## src/rtl/tltt_pkg.sv

```systemverilog
`default_nettype none
// ----------------------------------------------------------------------------
// tltt_pkg
// Shared widths, register map and types for the thick line expander.
// ----------------------------------------------------------------------------
package tltt_pkg;

	localparam int THICK_W  = 16;               // thickness field
	localparam int COLOR_W  = 32;               // packed RGBA
	localparam int NORM_W   = 24;               // normalized |dx|,|dy| width
	localparam int SQ_W     = 2 * NORM_W + 1;   // ax^2 + ay^2
	localparam int LEN_FRAC = 14;               // extra radicand shift
	localparam int RAD_W    = SQ_W + LEN_FRAC;  // sqrt radicand
	localparam int ROOT_W   = (RAD_W + 1) / 2;  // length, 7 extra frac bits
	localparam int PROD_W   = THICK_W + NORM_W; // thickness * magnitude
	localparam int NUM_SH   = 7;                // *64, then *2 for rounding
	localparam int NUM_W    = PROD_W + NUM_SH + 1;
	localparam int DEN_W    = ROOT_W + 1;       // 2 * length
	localparam int QUO_W    = THICK_W;          // offset magnitude
	localparam int OFS_W    = QUO_W + 1;        // signed offset

	// APB register map
	localparam int PADDR_W     = 3;
	localparam int APB_W       = 32;
	localparam int REG_IDX_LSB = 2;
	localparam logic [PADDR_W-REG_IDX_LSB-1:0] REG_GEOM_COLOR = '0;
	localparam logic [COLOR_W-1:0] COLOR_RST = '1;

	typedef enum logic {
		TRI_FIRST,
		TRI_SECOND
	} tri_sel_t;

endpackage
`default_nettype wire

```

## src/rtl/tltt_div.sv

```systemverilog
`default_nettype none
// ----------------------------------------------------------------------------
// tltt_div
// Two restoring dividers sharing one divisor, one quotient bit per stage.
// ----------------------------------------------------------------------------
module tltt_div #(
	parameter int SIDE_W = 1
) (
	input  logic                          clk,
	input  logic                          arst_n,
	input  logic                          en,
	input  logic                          v_in,
	input  logic [tltt_pkg::NUM_W-1:0]    num_x,
	input  logic [tltt_pkg::NUM_W-1:0]    num_y,
	input  logic [tltt_pkg::DEN_W-1:0]    den,
	input  logic [SIDE_W-1:0]             side_in,
	output logic                          v_out,
	output logic [tltt_pkg::QUO_W-1:0]    qx,
	output logic [tltt_pkg::QUO_W-1:0]    qy,
	output logic [SIDE_W-1:0]             side_out
);
	import tltt_pkg::*;

	localparam int STEPS = QUO_W;
	localparam int CMP_W = DEN_W + QUO_W;

	logic              v_r    [STEPS];
	logic [NUM_W-1:0]  remx_r [STEPS];
	logic [NUM_W-1:0]  remy_r [STEPS];
	logic [QUO_W-1:0]  qx_r   [STEPS];
	logic [QUO_W-1:0]  qy_r   [STEPS];
	logic [DEN_W-1:0]  den_r  [STEPS];
	logic [SIDE_W-1:0] side_r [STEPS];

	for (genvar k = 0; k < STEPS; k++) begin : g_step
		logic              cur_v;
		logic [NUM_W-1:0]  cur_rx, cur_ry;
		logic [QUO_W-1:0]  cur_qx, cur_qy;
		logic [DEN_W-1:0]  cur_den;
		logic [SIDE_W-1:0] cur_side;
		logic [CMP_W-1:0]  dsh;
		logic              bx, by;

		if (k == 0) begin : g_first
			assign cur_v    = v_in;
			assign cur_rx   = num_x;
			assign cur_ry   = num_y;
			assign cur_qx   = '0;
			assign cur_qy   = '0;
			assign cur_den  = den;
			assign cur_side = side_in;
		end else begin : g_next
			assign cur_v    = v_r[k-1];
			assign cur_rx   = remx_r[k-1];
			assign cur_ry   = remy_r[k-1];
			assign cur_qx   = qx_r[k-1];
			assign cur_qy   = qy_r[k-1];
			assign cur_den  = den_r[k-1];
			assign cur_side = side_r[k-1];
		end

		always_comb begin
			dsh = CMP_W'(cur_den) << (STEPS - 1 - k);
			bx  = CMP_W'(cur_rx) >= dsh;
			by  = CMP_W'(cur_ry) >= dsh;
		end

		always_ff @(posedge clk or negedge arst_n) begin
			if (!arst_n) begin
				v_r[k] <= 1'b0;
			end else if (en) begin
				v_r[k] <= cur_v;
			end
		end

		always_ff @(posedge clk) begin
			if (en) begin
				den_r[k]  <= cur_den;
				side_r[k] <= cur_side;
				remx_r[k] <= bx ? cur_rx - dsh[NUM_W-1:0] : cur_rx;
				remy_r[k] <= by ? cur_ry - dsh[NUM_W-1:0] : cur_ry;
				qx_r[k]   <= {cur_qx[QUO_W-2:0], bx};
				qy_r[k]   <= {cur_qy[QUO_W-2:0], by};
			end
		end
	end

	assign v_out    = v_r[STEPS-1];
	assign qx       = qx_r[STEPS-1];
	assign qy       = qy_r[STEPS-1];
	assign side_out = side_r[STEPS-1];

endmodule
`default_nettype wire

```

## config.mk

```make
export PLATFORM = sky130hd
export DESIGN_NAME = tltt_div
export DESIGN_NICKNAME = d
export VERILOG_FILES = /design/src/rtl/tltt_pkg.sv /design/src/rtl/tltt_div.sv
export SDC_FILE = /design/constraint.sdc
export NUM_CORES = 2
export LEC_CHECK = 0
export BUFFER_PORTS_ARGS = -buffer_cell sky130_fd_sc_hd__buf_2
export CORE_MARGIN = 2
export CORE_UTILIZATION = 30
export DETAILED_ROUTE_END_ITERATION = 8
export PLACE_DENSITY = 0.49
export SKIP_CTS_REPAIR_TIMING = 1
export SLEW_MARGIN = 20
export SYNTH_ARGS = -nofsm -noshare
export SYNTH_HDL_FRONTEND = slang
export SYNTH_SLANG_ARGS = --single-unit
```

## constraint.sdc

```tcl
create_clock -name clk -period 7.82 [get_ports clk]
set_input_delay 1.564 -clock clk [delete_from_list [all_inputs] [get_ports clk]]
set_output_delay 1.564 -clock clk [all_outputs]
set_load 0.1 [all_outputs]
```

==> impl_metrics.toml <==
[detailed_routing]
drtPass1Iterations = 6
first_iter_violations = 5029
antenna_left = 0
drt-total-wl_um = 379000
vias = 96500
wl_per_cell_um = 19.3
drc = 0
viasPerCell = 4.92

[synth]
synth-xor-area-share_pct = 6.68
synth_compound_area_share_pct = 17.4
synth_top_area_share_pct = 48.4
yosysSeqAreaShare_pct = 48.7
syn_inst = 13100
synth_edf_count = 2223
async_reset_ff_share_pct = 0.715
synthFlopType = "edfxtp_1"
muxShareOfSynthArea_pct = 2.07
synth_warnings = 0
synth.distinct_cells = 102
syn_avg_cell_area_sq_um = 10.5
synthAdderAreaFrac_pct = 10.0
synthSimpleGateAreaFrac_pct = 11.7
synth_top_family_by_area = "compound AO/OA/AOI/OAI gates"
synthesis.area_sq_um = 138000
syn-num-nets = 14300
synthTopCellsByArea = "edfxtp_1 48%, ha_1 9.6%, a21oi_1 4.5%"
synth_top_cell_by_area = "edfxtp_1"
yosys_register_bits = 2239

[grt]
grt-ovfl-total = 0
grt_use_total_pct = 15.9
grt_max_degree = 161
antenna_found_initial = 6
grt_pass1_vias = 99800
grt_pass1_wl_um = 578000

[power_and_ir_drop]
powerDensity_nw_per_um2 = 389
power_mw = 60.4
leakage_nw = 60.5
irDropWorstVdd_uv = 188

[timing]
post-route-period-util_pct = 62.0
rsz0062_at_grt = "false"
max_slew_margin_pct = 23.9
tightest_slew_ps = 1130
clock-skew-final_ps = 43.0
finalHoldViolations = 0
layout_min_cycle_time_ps = 4850
fmax_mhz = 206
setup_tns_ps = 0
setup_viol = 0
drv_slew = 0

[placed_design]
port_buffers = 167
place_congestion = 0.905
hpwl_um = 303000

[worst_hold_path]
hold_path.class = "reg2reg"
hold_depth = 0

[finish]
fillCellCount = 46400
layout-drive-gt1-share_pct = 6.72
final_nets = 14500
final_common_cell = "edfxtp_1"
synthToLayoutAreaGrowth_pct = 12.5
mostFrequentLayoutCells = "2223 x edfxtp_1, 1239 x a21oi_1, 1056 x ha_1"

[critical_path]
critPathSlowestCell = "o211ai_1"
critical_path_required_ps = 8470
critPathMaxStageDelay_ps = 480
cp_top_family = "compound AO/OA/AOI/OAI gates"
cp_common_cell = "a21oi_1"
start_kind = "flip-flop"
worst-setup-path-type = "reg2reg"
cp.depth = 14
rr_worst_depth = 14
path_buf_inv = 3
endpoint_kind = "flip-flop"
worstPathCellList = "ha_1 > fa_1 > inv_1 > a21oi_1 > o21bai_1 > a221oi_1 > o21ai_1 > a21boi_1 > o211ai_1 > a21oi_1 > o21a_1 > inv_2 > buf_4 > mux2_2"
cp_max_fo = 36
worstPathArrival_ps = 5500

[clock_tree]
path_clk_slew_ps = 60
cts_tree = "yes"
cts.sink_count = 2239
clock-root-buffer = "clkbuf_16"
numCtsBuffers = 281
insertion_delay_ps = 910
cts.htree.levels = 5
cts_buffer_depth = 4

[run_status]
status = "finished, final reports clean"

[floorplanning]
die_y_um = 682
rows = 249
io_pins = 168
dieArea_sq_um = 465000
die_x_um = 682
coreArea_sq_um = 459000
initial_core_util_pct = 30.1

[flow_run]
maxCapViolations = 0
==> worst reg2reg max path, cell delays in order, from the launching register on <==
cell and delay (ps):
edfxtp_1 430, ha_1 230, fa_1 410, inv_1 70
a21oi_1 60, o21bai_1 360, a221oi_1 140, o21ai_1 330
a21boi_1 240, o211ai_1 480, a21oi_1 250, o21a_1 360
inv_2 360, buf_4 450, mux2_2 420
==> final cells by class <==
cell class | count | area, sq um | share of cell area (%)
well taps | 6149 | 7690 | 4.96
diodes | 3 | 7.51 | 0.00484
clock inverters | 147 | 1590 | 1.03
flip-flops and latches | 2239 | 67200 | 43.3
inverters | 835 | 3130 | 2.02
clock buffers | 344 | 7500 | 4.83
repair buffers | 257 | 1710 | 1.10
multi-input cells | 9632 | 66400 | 42.8
==> kinds of logic (layout without fill, tap and decap cells) <==
group,after synthesis,count (layout)
compound gates,3877,3877
xor+xnor,1053,1053
fa+ha+maj,1086,1086
buf+inv,1232,1583
flops,2239,2239
mux,255,255
other cells,0,3
simple gates,3361,3361
==> Yosys cell counts, types with 21 or more instances <==
master	count
or2_2	22
nand2_1	1034
a211oi_1	68
nor2b_1	152
nand3_1	228
o21ai_1	181
ha_1	1056
a31oi_1	95
a41oi_1	25
inv_1	827
a2111oi_0	26
nor3_1	195
o21a_1	131
nor4_1	115
o21bai_1	139
mux2_2	139
a311oi_1	24
o31a_1	21
a21boi_0	21
nand2b_1	177
or3_1	73
and4_1	26
mux2_1	103
o31ai_1	79
nand4_1	206
a221oi_1	31
nor2_1	831
clkbuf_1	365
nor4b_1	30
o211ai_1	49
a31o_2	21
a211o_1	29
a21oi_1	1245
or4_1	39
xor2_1	425
a21o_1	692
edfxtp_1	2223
and2_1	53
and3_1	99
fa_1	30
o21ai_0	781
xnor2_1	628
==> power by group <==
part | leakage [nW] | switching (mW) | internal, mW
Sequential | 21.7 | 2.27 | 18.1
Combinational | 34.3 | 16.0 | 11.1
Clock | 4.42 | 5.14 | 7.83
==> final timing paths <==
| check | start | endpoint | slack, ps |
|---|---|---|---|
| worst max-delay path | den_r[0][66]$_DFFE_PP_ | remy_r[0][163]$_DFFE_PP_ | 2970 |
| worst min-delay path | qy_r[1][33]$_DFFE_PP_ | qy_r[1][50]$_DFFE_PP_ | 410 |
| worst max register to register | den_r[0][66]$_DFFE_PP_ | remy_r[0][163]$_DFFE_PP_ | 2970 |
| worst min register to register | qy_r[1][33]$_DFFE_PP_ | qy_r[1][50]$_DFFE_PP_ | 410 |
| max in group asynchronous | arst_n | g_step[11].cur_v$_DFFE_PN0P_ | 6990 |
| min in group asynchronous | arst_n | g_step[1].cur_v$_DFFE_PN0P_ | 570 |
==> routing by layer <==
layer	vias up	GRT usage [%]	routed length [um]
li1	49000	-	-
met1	45100	17.5	152000
met2	1708	30.3	198000
met3	801	1.46	9580
met4	0	7.67	20200
met5	-	0	0
==> state kept, by name, indices dropped and copies added, names as in the netlist <==
signal,cells
qx_r,136
qy_r,136
den_r,495
remx_r,720
remy_r,720
side_r,16
g_step.cur_v,15
v_out,1
==> metrics by stage <==
| stage | utilization, % | cells | hold slack, ps | setup WS (ps) | cell area, sq um |
|---|---|---|---|---|---|
| floorplan | - | 13100 | 400 | 3320 | 138000 |
| global placement | 31.8 | 19100 | 401 | 1970 | 146000 |
| detailed placement | 31.8 | 19100 | 405 | 2010 | 146000 |
| CTS | 33.8 | 19600 | 408 | 2950 | 155000 |
| global route | 33.8 | 19600 | 420 | 2720 | 155000 |
| finish | 33.8 | 19600 | 409 | 2970 | 155000 |
Note: power is estimated with default switching activity, not from simulation.
