==> config.mk <==
export PLATFORM = sky130hd
export DESIGN_NAME = tltt_sqrt
export DESIGN_NICKNAME = d
export VERILOG_FILES = /design/src/rtl/tltt_pkg.sv /design/src/rtl/tltt_sqrt.sv
export SDC_FILE = /design/constraint.sdc
export NUM_CORES = 2
export LEC_CHECK = 0
export BUFFER_PORTS_ARGS = -buffer_cell sky130_fd_sc_hd__buf_2
export CAP_MARGIN = 25
export CORE_MARGIN = 10
export CORE_UTILIZATION = 40
export CTS_BUF_LIST = sky130_fd_sc_hd__clkbuf_16
export CTS_CLUSTER_SIZE = 40
export DETAILED_ROUTE_END_ITERATION = 10
export PLACE_DENSITY_LB_ADDON = 0.05
export SLEW_MARGIN = 0
export SYNTH_ARGS = -nofsm -noshare
export SYNTH_HDL_FRONTEND = slang
export SYNTH_MEMORY_MAX_BITS = 65536
export SYNTH_SLANG_ARGS = --single-unit
==> constraint.sdc <==
create_clock -name clk -period 4.5 [get_ports clk]
set_clock_uncertainty 0.2 [all_clocks]
set_input_delay 1.125 -clock clk [delete_from_list [all_inputs] [get_ports clk]]
set_output_delay 1.125 -clock clk [all_outputs]
set_load 0.01 [all_outputs]
==> src/rtl/tltt_pkg.sv <==
`default_nettype none
// ----------------------------------------------------------------------------
// tltt_pkg
// Shared widths, register map and types for the thick line expander.
// ----------------------------------------------------------------------------
package tltt_pkg;

	localparam int THICK_W  = 16;               // thickness field
	localparam int COLOR_W  = 32;               // packed RGBA
	localparam int NORM_W   = 24;               // normalized |dx|,|dy| width
	localparam int SQ_W     = 2 * NORM_W + 1;   // ax^2 + ay^2
	localparam int LEN_FRAC = 14;               // extra radicand shift
	localparam int RAD_W    = SQ_W + LEN_FRAC;  // sqrt radicand
	localparam int ROOT_W   = (RAD_W + 1) / 2;  // length, 7 extra frac bits
	localparam int PROD_W   = THICK_W + NORM_W; // thickness * magnitude
	localparam int NUM_SH   = 7;                // *64, then *2 for rounding
	localparam int NUM_W    = PROD_W + NUM_SH + 1;
	localparam int DEN_W    = ROOT_W + 1;       // 2 * length
	localparam int QUO_W    = THICK_W;          // offset magnitude
	localparam int OFS_W    = QUO_W + 1;        // signed offset

	// APB register map
	localparam int PADDR_W     = 3;
	localparam int APB_W       = 32;
	localparam int REG_IDX_LSB = 2;
	localparam logic [PADDR_W-REG_IDX_LSB-1:0] REG_GEOM_COLOR = '0;
	localparam logic [COLOR_W-1:0] COLOR_RST = '1;

	typedef enum logic {
		TRI_FIRST,
		TRI_SECOND
	} tri_sel_t;

endpackage
`default_nettype wire

==> src/rtl/tltt_sqrt.sv <==
`default_nettype none
// ----------------------------------------------------------------------------
// tltt_sqrt
// Pipelined integer square root, one root bit per stage.
// ----------------------------------------------------------------------------
module tltt_sqrt #(
	parameter int SIDE_W = 1
) (
	input  logic                          clk,
	input  logic                          arst_n,
	input  logic                          en,
	input  logic                          v_in,
	input  logic [tltt_pkg::RAD_W-1:0]    rad,
	input  logic [SIDE_W-1:0]             side_in,
	output logic                          v_out,
	output logic [tltt_pkg::ROOT_W-1:0]   root,
	output logic [SIDE_W-1:0]             side_out
);
	import tltt_pkg::*;

	localparam int STEPS = ROOT_W;
	localparam int PAD_W = 2 * ROOT_W;
	localparam int REM_W = ROOT_W + 2;

	logic              v_r    [STEPS];
	logic [PAD_W-1:0]  rad_r  [STEPS];
	logic [REM_W-1:0]  rem_r  [STEPS];
	logic [ROOT_W-1:0] root_r [STEPS];
	logic [SIDE_W-1:0] side_r [STEPS];

	for (genvar k = 0; k < STEPS; k++) begin : g_step
		logic              cur_v;
		logic [PAD_W-1:0]  cur_rad;
		logic [REM_W-1:0]  cur_rem;
		logic [ROOT_W-1:0] cur_root;
		logic [SIDE_W-1:0] cur_side;
		logic [REM_W-1:0]  rem_sh, trial;

		if (k == 0) begin : g_first
			assign cur_v    = v_in;
			assign cur_rad  = PAD_W'(rad);
			assign cur_rem  = '0;
			assign cur_root = '0;
			assign cur_side = side_in;
		end else begin : g_next
			assign cur_v    = v_r[k-1];
			assign cur_rad  = rad_r[k-1];
			assign cur_rem  = rem_r[k-1];
			assign cur_root = root_r[k-1];
			assign cur_side = side_r[k-1];
		end

		always_comb begin
			rem_sh = {cur_rem[REM_W-3:0], cur_rad[PAD_W-1-2*k -: 2]};
			trial  = {cur_root, 2'b01};
		end

		always_ff @(posedge clk or negedge arst_n) begin
			if (!arst_n) begin
				v_r[k] <= 1'b0;
			end else if (en) begin
				v_r[k] <= cur_v;
			end
		end

		always_ff @(posedge clk) begin
			if (en) begin
				rad_r[k]  <= cur_rad;
				side_r[k] <= cur_side;
				if (rem_sh >= trial) begin
					rem_r[k]  <= rem_sh - trial;
					root_r[k] <= {cur_root[ROOT_W-2:0], 1'b1};
				end else begin
					rem_r[k]  <= rem_sh;
					root_r[k] <= {cur_root[ROOT_W-2:0], 1'b0};
				end
			end
		end
	end

	assign v_out    = v_r[STEPS-1];
	assign root     = root_r[STEPS-1];
	assign side_out = side_r[STEPS-1];

endmodule
`default_nettype wire

==> results summary <==
Setup repair after global routing left no endpoint under its margin. Measured in cells, the most critical reg-to-reg path has a length of 10. The critical path data required time came out at 4.93 ns. The power density relative to cell area is between 500 and 600 nW/um^2. The setup slack after placement is 0.2410 ns. The gate count after technology mapping came out at roughly 8900. In this run the number of H-tree levels came out at 5. The total routing usage reported by global routing came out at 0.1562. The later-pin clock latency in the skew report came out at ~0.9 ns.

The termination of the worst setup path is rem_r[1][346]. The overflow left after global routing came out at 0. Hold is met by approximately 0.095 ns. The initial core utilization is 0.4018. The internal reg-to-reg setup slack is roughly 0.22 ns. The portion of synthesized cell area occupied by the leading cell type came out at 0.6399. The count of final hold-check violations was 0. The post-CTS setup repair buffer count is 0. approximately 100 I/O pins were placed.

The detail route stage leaves a number of antenna-violating nets equal to 0. For this design the static power due to leakage is 50.17 nW. The final setup violation count is 0. By count the netlist is led by sky130_fd_sc_hd__edfxtp_1, sky130_fd_sc_hd__inv_1, sky130_fd_sc_hd__nand2_1. Among all flip-flop cells after synthesis, the most frequent one is sky130_fd_sc_hd__edfxtp_1.

The clock transition at the register clock pins on the worst setup and hold paths after CTS is about 0.060 ns. The wire length reported by the detailed router came out at approximately 250000 um. The die outline width is between 500 and 600 um. The number of inserted filler cells in the final layout is about 26000. The footprint of the flip-flops and latches came out at around 76000 sq um.

The cell count after placement is approximately 13000. The worst-case IR drop observed on VDD is between 0.3 and 0.4 mV. The TritonCTS clock tree is done. The net count of the finished layout is 9860. In the post-synthesis netlist, the cell with the most instances is sky130_fd_sc_hd__edfxtp_1. The worst hold-check path type is in -> async. In the final layout, the share of cells above drive strength 1 is 0.08646.

The maximum number of pins on one net before global-route repair came out at 186. After routing, the total negative slack on setup checks comes to 0 ns. The startpoint identified for the worst register-to-register timing path is root_r[1][296]. The number of antenna violations at the first check in global routing is 3.

The sequential area share after synthesis came out at 0.6469. The die covers ~310000 sq um. The total number of vias is slightly below 70000. For this design, the CTS-stage hold fixing added 0 buffers. The count of clock tree sinks is ~2500.

The highest net fanout along the worst path came out at 44. The number of design-rule violations left by the first detailed-router iteration is ~4800. The end of the worst register-to-register path is rem_r[1][346].

In this run, post-CTS repair resized a total of 0 instances. The data arrival at the endpoint of the critical path came out at 4.70 ns. The number of global-route vias before repair is a little under 70000. The count of port buffers added during placement is slightly above 100. In this run the cell area of the synthesized design comes to 116900 sq um. The tree is rooted in a sky130_fd_sc_hd__clkbuf_16.

The yosys synthesis warning count came out at 0. Excluding fillers, the count of instances in the completed layout stands at between 10000 and 15000. Clock tree synthesis inserted a total of 293 buffers. In this run the standard cell core region covers roughly 290000 sq um. The number of max-cap violations came out at 0. The relative max-transition margin came out at 0.2212. The worst setup path is launched from a flop. The run finished with clean final reports.

The critical path starts at root_r[1][296]. After floorplanning, the core was divided into around 200 placement rows. The flop and latch count out of synthesis came out at about 2500. Averaged over all synthesized cells, the footprint is between 10 and 15 sq um.

The time the final worst path needs with I/O delays and setup came out at 4.279 ns. The detailed-placement wirelength estimate is around 180000 um. By area the synthesized netlist is led by sky130_fd_sc_hd__edfxtp_1, sky130_fd_sc_hd__ha_1, sky130_fd_sc_hd__xor2_1. The first global-routing pass estimated between 300000 and 400000 um of wire. The area added between synthesis and finish came out at 12.71%.

The category of the most critical setup path is reg -> reg. The maximum count of clock buffers along a single path came out at 4. The vertical die dimension came out at ~560 um. The highest clock frequency the design can meet came out at around 230 MHz. In the synthesized netlist the async set-or-reset flop fraction comes to 0.01268.

The number of distinct library cells after synthesis came out at 96. The post-detailed-route via-to-cell ratio is a little over 5. When the netlist entered floorplanning its net count stood at between 9000 and 10000.

The largest total area in the synthesized netlist belongs to sky130_fd_sc_hd__edfxtp_1. STA classifies the critical path endpoint as a flop. The routability congestion estimate from global placement came out at 0.8583. The final-report max-slew violation count is 0. Summing all multi-input logic gate instances after layout gives between 30000 and 40000 sq um.

In the finished design, the share of the clock period the worst path needs comes to 0.9509. After detailed routing, the number of remaining DRC violations is 0. The final critical-path setup slack came out at 0.2211 ns. In the final routed layout, each cell accounts on average for about 19 um. At the pin with the least slew margin, the transition time is between 1 and 1.5 ns.

The number of flops mapped to enable cells by yosys is ~2500. The pre-antenna-repair detailed-routing pass consisted of 5 iterations.
-- how the worst min path moves through the flow --
stage / slack (ns) / from / depth (start not counted) / endpoint
after global placement: 0.20 / rad_r[1][65] / 0 / rad_r[1][129]
after detailed placement: 0.20 / rad_r[0][100] / 0 / rad_r[0][164]
after CTS: 0.04 / arst_n / 1 / g_step[5].cur_v
final: 0.1 / arst_n / 1 / g_step[1].cur_v
after floorplan: 0.20 / rad_r[0][36] / 0 / rad_r[0][100]
after global routing: 0.11 / arst_n / 1 / g_step[1].cur_v
-- report_power, final --
group	internal [mW]	switching, mW	leakage (nW)
registers	30.0	2.13	24.4
clock network	13.1	9.51	4.72
logic	6.32	8.44	21.0
total	49.4	20.1	50.2
-- registers in the layout, summed over array words and instances (netlist names) --
signal        cells
rad_r           992
rem_r           939
root_r          528
side_r           32
g_step.cur_v     31
v_out             1
-- layout make-up --
type                            instances  area share
Clock buffer                          302     0.05738
Antenna cell                            2  0.00003800
Clock inverter                        221     0.01214
Multi-Input combinational cell       5525      0.2880
Inverter                              688     0.01961
Timing Repair Buffer                  202     0.01186
Tap cell                             3900     0.03705
Sequential cell                      2523      0.5740
-- worst max-delay path, cell delays in order, from the launching register on --
cell and delay (ns):
sky130_fd_sc_hd__edfxtp_1 0.45, sky130_fd_sc_hd__inv_1 0.07, sky130_fd_sc_hd__ha_1 0.38, sky130_fd_sc_hd__nand2_1 0.12, sky130_fd_sc_hd__nor4_1 0.79, sky130_fd_sc_hd__o21ai_1 0.35
sky130_fd_sc_hd__a31o_2 0.36, sky130_fd_sc_hd__o31a_1 0.35, sky130_fd_sc_hd__o41ai_4 0.31, sky130_fd_sc_hd__buf_12 0.26, sky130_fd_sc_hd__mux2_2 0.37
-- metrics by stage --
stage | power [mW] | cell area [sq um] | util
after global routing | 73.51 | 131700 | 0.4528
after floorplan | 42.71 | 116900 | -
after global placement | 47.29 | 122500 | 0.4212
after detailed placement | 47.38 | 122500 | 0.4212
after CTS | 70.55 | 131700 | 0.4527
final | 69.47 | 131700 | 0.4528
-- placed cells by master, fill, tap and decap left out, types with 83 or more instances in the layout --
master	instances
sky130_fd_sc_hd__nand2_1	617
sky130_fd_sc_hd__nand4_1	89
sky130_fd_sc_hd__nand3_1	178
sky130_fd_sc_hd__ha_1	559
sky130_fd_sc_hd__nor3_1	227
sky130_fd_sc_hd__nor4_1	93
sky130_fd_sc_hd__mux2_2	120
sky130_fd_sc_hd__edfxtp_1	2490
sky130_fd_sc_hd__nor2b_1	83
sky130_fd_sc_hd__xnor2_1	382
sky130_fd_sc_hd__a21o_1	245
sky130_fd_sc_hd__nor2_1	470
sky130_fd_sc_hd__o21a_1	97
sky130_fd_sc_hd__inv_1	756
sky130_fd_sc_hd__a21oi_1	470
sky130_fd_sc_hd__or3_1	90
sky130_fd_sc_hd__o21ai_0	503
sky130_fd_sc_hd__clkbuf_16	302
sky130_fd_sc_hd__xor2_1	392
sky130_fd_sc_hd__nand2b_1	103
sky130_fd_sc_hd__buf_2	100
-- kinds of logic (layout without fill, tap and decap cells) --
kind of cell,Yosys count,in the layout,synth area share
buffers and inverters,898,1413,0.02921
xor gates and xnor gates,774,774,0.05801
muxes,129,129,0.01233
other,0,2,0
DFF,2523,2523,0.6469
and+or+nand+nor,2295,2295,0.09908
adders and majority gates,559,559,0.05985
AOI/OAI and AO/OA,1768,1768,0.09463
-- routing by layer --
| layer | track usage | vias to the layer above | share of wire |
|---|---|---|---|
| met5 | 0 | - | 0 |
| met4 | 0.04650 | 0 | 0.030 |
| met3 | 0.01939 | 468 | 0.036 |
| met2 | 0.2724 | 1195 | 0.49 |
| met1 | 0.2040 | 33381 | 0.44 |
| li1 | - | 33796 | - |
Power figures use the tool's default switching activity.
